==> src/rtl/lpmd_pkg.sv <==
// ----------------------------------------------------------------------------
// lpmd_pkg
// Shared word types and constants for the length-prefixed message deframer.
// ----------------------------------------------------------------------------
package lpmd_pkg;

    localparam logic [31:0] NEED_UNKNOWN = 32'hffff_ffff;
    localparam int          LENGTH_BYTES = 4;

    typedef struct packed {
        logic [7:0] data_byte;
        logic       chunk_last;
    } t_in;

    typedef struct packed {
        logic [7:0]  out_byte;
        logic        is_header;
        logic        message_first;
        logic        message_last;
        logic [31:0] payload_length;
        logic [31:0] bytes_needed;
        logic        chunk_done;
    } t_out;

endpackage

==> src/rtl/length_prefixed_message_deframer_unit.sv <==
// bytes are tagged combinationally and registered in the queue before the output
// throughput: one byte per cycle unless the queue is full and the output stalls
// a QUEUE_DEPTH-word queue keeps the input flowing until an output stall fills it
// reset: synchronous, active low; clears the framing state and empties the queue
// ----------------------------------------------------------------------------
// length_prefixed_message_deframer_unit
// Splits a byte stream into length-prefixed messages and tags every byte.
// ----------------------------------------------------------------------------
module length_prefixed_message_deframer_unit #(
    parameter int HEADER_BYTES  = 8,
    parameter int LENGTH_OFFSET = 4,
    parameter int QUEUE_DEPTH   = 2
) (
    input  logic           i_clk,
    input  logic           i_rst_n,
    input  logic           i_valid,
    output logic           o_ready,
    input  lpmd_pkg::t_in  i_data,
    output logic           o_valid,
    input  logic           i_ready,
    output lpmd_pkg::t_out o_data
);
    import lpmd_pkg::*;

    logic q_valid, q_ready;
    t_out q_data;

    lpmd_front #(
        .HEADER_BYTES (HEADER_BYTES),
        .LENGTH_OFFSET(LENGTH_OFFSET)
    ) u_front (
        .i_clk  (i_clk),
        .i_rst_n(i_rst_n),
        .i_valid(i_valid),
        .o_ready(o_ready),
        .i_data (i_data),
        .o_valid(q_valid),
        .i_ready(q_ready),
        .o_data (q_data)
    );

    lpmd_queue #(
        .DEPTH(QUEUE_DEPTH)
    ) u_queue (
        .i_clk  (i_clk),
        .i_rst_n(i_rst_n),
        .i_valid(q_valid),
        .o_ready(q_ready),
        .i_data (q_data),
        .o_valid(o_valid),
        .i_ready(i_ready),
        .o_data (o_data)
    );

endmodule

==> src/rtl/lpmd_front.sv <==
// ----------------------------------------------------------------------------
// lpmd_front
// Tracks the framing state and tags each incoming byte with its place.
// ----------------------------------------------------------------------------
module lpmd_front #(
    parameter int HEADER_BYTES  = 8,
    parameter int LENGTH_OFFSET = 4
) (
    input  logic           i_clk,
    input  logic           i_rst_n,
    input  logic           i_valid,
    output logic           o_ready,
    input  lpmd_pkg::t_in  i_data,
    output logic           o_valid,
    input  logic           i_ready,
    output lpmd_pkg::t_out o_data
);
    import lpmd_pkg::*;

    localparam int CW = (HEADER_BYTES > 2) ? $clog2(HEADER_BYTES) : 1;

    logic          r_in_payload, n_in_payload;
    logic [CW-1:0] r_hdr_cnt, n_hdr_cnt;
    logic [31:0]   r_len_acc, n_len_acc;
    logic [31:0]   r_remain, n_remain;

    logic          accept;
    logic [31:0]   pos_ext;
    logic [31:0]   acc_base;
    logic [31:0]   rem_dec;

    assign o_valid = i_valid;
    assign o_ready = i_ready;
    assign accept  = i_valid && i_ready;
    assign pos_ext = 32'(r_hdr_cnt);
    assign rem_dec = r_remain - 32'd1;

    always_comb begin
        n_in_payload = r_in_payload;
        n_hdr_cnt    = r_hdr_cnt;
        n_len_acc    = r_len_acc;
        n_remain     = r_remain;
        acc_base     = r_len_acc;

        o_data.out_byte       = i_data.data_byte;
        o_data.chunk_done     = i_data.chunk_last;
        o_data.is_header      = 1'b0;
        o_data.message_first  = 1'b0;
        o_data.message_last   = 1'b0;
        o_data.payload_length = 32'd0;
        o_data.bytes_needed   = NEED_UNKNOWN;

        if (!r_in_payload) begin
            o_data.is_header = 1'b1;
            if (r_hdr_cnt == '0) begin
                o_data.message_first = 1'b1;
                acc_base             = 32'd0;
            end
            // length bytes arrive most significant first
            if (pos_ext >= 32'(LENGTH_OFFSET) &&
                pos_ext < 32'(LENGTH_OFFSET + LENGTH_BYTES)) begin
                n_len_acc = {acc_base[23:0], i_data.data_byte};
            end else begin
                n_len_acc = acc_base;
            end
            if (pos_ext == 32'(HEADER_BYTES - 1)) begin
                n_hdr_cnt             = '0;
                o_data.payload_length = n_len_acc;
                if (n_len_acc == 32'd0) begin
                    o_data.message_last = 1'b1;
                    o_data.bytes_needed = 32'd0;
                end else begin
                    n_in_payload        = 1'b1;
                    n_remain            = n_len_acc;
                    o_data.bytes_needed = n_len_acc;
                end
            end else begin
                n_hdr_cnt = r_hdr_cnt + CW'(1);
            end
        end else begin
            n_remain              = rem_dec;
            o_data.payload_length = r_len_acc;
            o_data.bytes_needed   = rem_dec;
            if (rem_dec == 32'd0) begin
                o_data.message_last = 1'b1;
                n_in_payload        = 1'b0;
                n_hdr_cnt           = '0;
            end
        end
    end

    always_ff @(posedge i_clk) begin
        if (!i_rst_n) begin
            r_in_payload <= 1'b0;
            r_hdr_cnt    <= '0;
            r_len_acc    <= 32'd0;
            r_remain     <= 32'd0;
        end else if (accept) begin
            r_in_payload <= n_in_payload;
            r_hdr_cnt    <= n_hdr_cnt;
            r_len_acc    <= n_len_acc;
            r_remain     <= n_remain;
        end
    end

endmodule

==> src/rtl/lpmd_queue.sv <==
// ----------------------------------------------------------------------------
// lpmd_queue
// Small word queue between the framing front and the output side.
// ----------------------------------------------------------------------------
module lpmd_queue #(
    parameter int DEPTH = 2
) (
    input  logic           i_clk,
    input  logic           i_rst_n,
    input  logic           i_valid,
    output logic           o_ready,
    input  lpmd_pkg::t_out i_data,
    output logic           o_valid,
    input  logic           i_ready,
    output lpmd_pkg::t_out o_data
);
    import lpmd_pkg::*;

    localparam int PW = $clog2(DEPTH);
    localparam int CW = $clog2(DEPTH + 1);

    t_out          r_mem [DEPTH];
    logic [PW-1:0] r_wr_ptr, r_rd_ptr;
    logic [CW-1:0] r_count;

    logic push, pop;

    assign o_valid = (r_count != '0);
    // a pop in the same cycle frees a slot
    assign o_ready = (r_count != CW'(DEPTH)) || i_ready;
    assign push    = i_valid && o_ready;
    assign pop     = o_valid && i_ready;
    assign o_data  = r_mem[r_rd_ptr];

    always_ff @(posedge i_clk) begin
        if (push) begin
            r_mem[r_wr_ptr] <= i_data;
        end
    end

    always_ff @(posedge i_clk) begin
        if (!i_rst_n) begin
            r_wr_ptr <= '0;
            r_rd_ptr <= '0;
            r_count  <= '0;
        end else begin
            if (push) begin
                r_wr_ptr <= (r_wr_ptr == PW'(DEPTH - 1)) ? '0 : r_wr_ptr + PW'(1);
            end
            if (pop) begin
                r_rd_ptr <= (r_rd_ptr == PW'(DEPTH - 1)) ? '0 : r_rd_ptr + PW'(1);
            end
            if (push && !pop) begin
                r_count <= r_count + CW'(1);
            end else if (pop && !push) begin
                r_count <= r_count - CW'(1);
            end
        end
    end

endmodule

==> config.mk <==
export PLATFORM = sky130hd
export DESIGN_NAME = length_prefixed_message_deframer_unit
export DESIGN_NICKNAME = d
export VERILOG_FILES = /design/src/rtl/lpmd_pkg.sv /design/src/rtl/length_prefixed_message_deframer_unit.sv /design/src/rtl/lpmd_front.sv /design/src/rtl/lpmd_queue.sv
export SDC_FILE = /design/constraint.sdc
export NUM_CORES = 1
export LEC_CHECK = 0
export BUFFER_PORTS_ARGS = -buffer_cell sky130_fd_sc_hd__buf_2
export CORE_UTILIZATION = 45
export DETAILED_ROUTE_END_ITERATION = 16
export GPL_TIMING_DRIVEN = 0
export MAX_ROUTING_LAYER = met4
export PLACE_DENSITY = 0.72
export SLEW_MARGIN = 40
export SYNTH_ARGS = -nofsm -noshare
export SYNTH_HDL_FRONTEND = slang
export SYNTH_SLANG_ARGS = --single-unit
export TNS_END_PERCENT = 50
==> constraint.sdc <==
create_clock -name i_clk -period 12.6 [get_ports i_clk]
set_input_delay 0.63 -clock i_clk [delete_from_list [all_inputs] [get_ports i_clk]]
set_output_delay 0.63 -clock i_clk [all_outputs]
set_load 0.02 [all_outputs]
==> key figures <==
Run status
  – Status: finished, final reports clean

Global route
  – Global-route wire length before repair: between 40000 and 50000 um
  – Largest net degree at the start of global routing: 40
  – Total grt overflow: 0
  – Gr usage total: 24.73%
  – Antenna violations before repair: 0
  – Number of global-route vias before repair: 7648

Clocking
  – Setup repair bufs after CTS: 0
  – Root Buffer: clkbuf_16
  – CTS buffer count: 23
  – CTS Sinks: 225
  – CTS tree: built
  – Longest Clk Path Bufs: 3
  – Cts repair resizes: 0
  – H-tree depth: 1
  – Worst skew pair latency: between 0.5 and 0.6 ns
  – CTS Hold Bufs: 0
  – Worst-path clk slew: around 0.07 ns

Route
  – DRT Wirelength: 30080 um
  – Post-route ant nets: 0
  – WL/cell: 21.49 um
  – Via count: 8289
  – DR pass1 iterations: 5
  – DR iter-0 viols: 964
  – Via density: 5.921
  – DRC errors left: 0

Logic synthesis
  – Post-synth EDFFs: 152
  – Post-synthesis sequential area ratio: 55.25%
  – Most frequent cells after synthesis: edfxtp_1, nand2_1, mux2_2, dfxtp_1, clkbuf_1
  – Synth top area share: a little over two fifths
  – Most frequent cell after synthesis: edfxtp_1
  – Syn_area_per_cell: 11.55 um^2
  – Leading area contributor after synthesis: edfxtp_1
  – Predominant post-synthesis flop cell: edfxtp_1
  – Distinct cells, synth: 66
  – Ys Warns: 0
  – Share of flip-flops with an asynchronous set or reset: 0%
  – Cells after Synth: 944
  – Top post-synthesis cells by area: edfxtp_1, dfxtp_1, mux2_2
  – Synth Net Count: 963
  – #FFs+latches synth: 225
  – Mapped Area: 0.01091 mm^2

Floorplanning
  – Initial core utilization: between 40% and 50%
  – Die Ht: 157.7 um
  – IO Pins: 91
  – Std cell rows: 56
  – Std-Cell Core Area: approximately 0.024 mm^2
  – Die area: 0.02486 mm^2
  – Die width: 157.7 um

Placed design
  – Port bufs: 89
  – DP Cell Count: 1358
  – Routability congestion estimate: between 0.9 and 1
  – Post-DP HPWL: roughly 21000 um

Setup path
  – Setup crit start kind: flip-flop
  – Crit path capture type: flip-flop
  – Worst r2r dst: u_front.r_remain[16]
  – Crit Path Class: reg2reg
  – Max FO, Critical Path: 10
  – Worst path required time: 12.99 ns
  – WP data arrival: 3.95 ns
  – Worst r2r src: u_front.r_hdr_cnt[0]
  – R2R depth: 13
  – R2r setup slk: 9.03 ns

Finish
  – Layout cells sized above 1: 23.40%
  – Non-Filler Instances: 1400
  – P&R area growth vs syn: 15.10%
  – Post-layout util: 53.16%
  – Ant diodes: 0
  – Layout Nets: 1083

STA
  – Post-route setup TNS: 0 ns
  – Final max-slew violation count: 0
  – Clock skew: around 0.024 ns
  – Slew at the pin with the worst max-slew slack: 0.8307 ns
  – Fin. Hold Viols: 0
  – Final period util: 28.30%
  – Max-slew headroom: roughly 45%
  – Period minus WS final: between 3 and 4 ns
  – Setup-failing EPs final: 0
  – RSZ-0062 raised after global routing: no
  – Max Fclk: 0.2805 GHz

Worst hold path
  – Min-delay src: i_data[4]
  – WHS Path Cells: 1
  – Hold Path Sink: u_queue.r_mem[1][71]
  – Hold Crit Class: in2reg

Power and ir drop
  – Maximum vdd drop: roughly 0.000078 V
  – Leakage: between 4 and 5 nW
  – Power Density: 144.0 mW/mm^2
  – Pwr Total: 1.807 mW

Job
  – Max-Cap Viols: 0
-- power by group --
part / switching [mW] / total, mW / internal [mW]
Sequential: 0.0234 / 0.854 / 0.830
Clock: 0.279 / 0.616 / 0.337
Combinational: 0.208 / 0.338 / 0.130
-- worst max path at each step --
stage | from | endpoint | slack [ns] | depth (start not counted)
floorplan | i_ready | u_queue.r_mem[0][0] | 7.94 | 3
global placement | i_ready | u_queue.r_mem[0][8] | 5.92 | 4
detailed placement | u_front.r_hdr_cnt[0] | u_front.r_remain[2] | 9.18 | 13
CTS | flip-flop | o_data[43] | 9.07 | 4
global route | u_front.r_hdr_cnt[0] | u_front.r_remain[2] | 8.96 | 13
finish | u_front.r_hdr_cnt[0] | u_front.r_remain[16] | 9.03 | 13
-- cell usage in the layout, fill, tap and decap left out, types with 11 or more instances in the layout --
cell type / instances
edfxtp_1: 152
buf_2: 100
nand2_1: 80
mux2_2: 79
dfxtp_1: 73
clkbuf_1: 57
a21oi_1: 43
nor2_1: 35
nor3b_1: 33
o21ai_0: 33
nor2b_1: 32
a22oi_1: 27
clkbuf_16: 23
mux2i_1: 21
o211a_1: 19
xor2_1: 15
and2_1: 14
a22o_1: 14
nor4_1: 14
xnor2_1: 14
or2_2: 12
nor3_1: 12
o22ai_1: 12
buf_1: 11
-- final cells by class --
type                            instances  area, um^2
Inverter                               10       37.54
Clock buffer                           28       594.3
Clock inverter                         14       77.57
Multi-Input combinational cell        629        4508
Tap cell                              319       399.1
Buffer                                 80       351.6
Fill cell                            2061       11060
Sequential cell                       225        6026
Timing Repair Buffer                   95       558.0
-- routing by layer --
metal	vias to the layer above	global-route usage (%)	share of wire, %
met5	-	-	0
met4	0	8.692	3.0
met3	51	3.230	8.4
met2	418	37.15	45
met1	4056	34.30	44
li1	3764	-	-
-- registers in the layout, summed over array words and instances, names as in the netlist, named ones only --
name,count
u_queue.r_mem,152
u_front.r_len_acc,32
u_front.r_remain,32
u_front.r_hdr_cnt,3
u_queue.r_count,2
u_front.r_in_payload,1
u_queue.r_rd_ptr,1
u_queue.r_wr_ptr,1
-- logic make-up after synthesis --
family	after synthesis	synth area share, %
buf+inv	90	3.568
simple gates	301	15.87
compound gates	191	11.96
xor+xnor	30	2.478
flops	225	55.25
fa+ha+maj	6	0.6884
mux	101	10.19
-- per-stage QoR --
stage	setup slack, ns	area, um^2	hold WS, ns
after global placement	5.923	11750	0.4665
after detailed placement	9.177	11880	0.4722
after global routing	8.961	12550	0.3058
final	9.035	12550	0.3115
after CTS	9.068	12550	0.2998
after floorplan	7.939	10910	0.4518
-- critical path, cell delays in order (launching register included) --
cell and delay [ns]:
dfxtp_1 0.33, inv_1 0.09, ha_1 0.14, buf_2 0.19, buf_2 0.27, nor3b_1 0.08
a21oi_1 0.58, and4_1 0.29, o2111ai_1 0.20, o211ai_1 0.23, buf_2 0.32, buf_4 0.28
buf_2 0.28, o22ai_1 0.13
(Power assumes the default switching activity.)
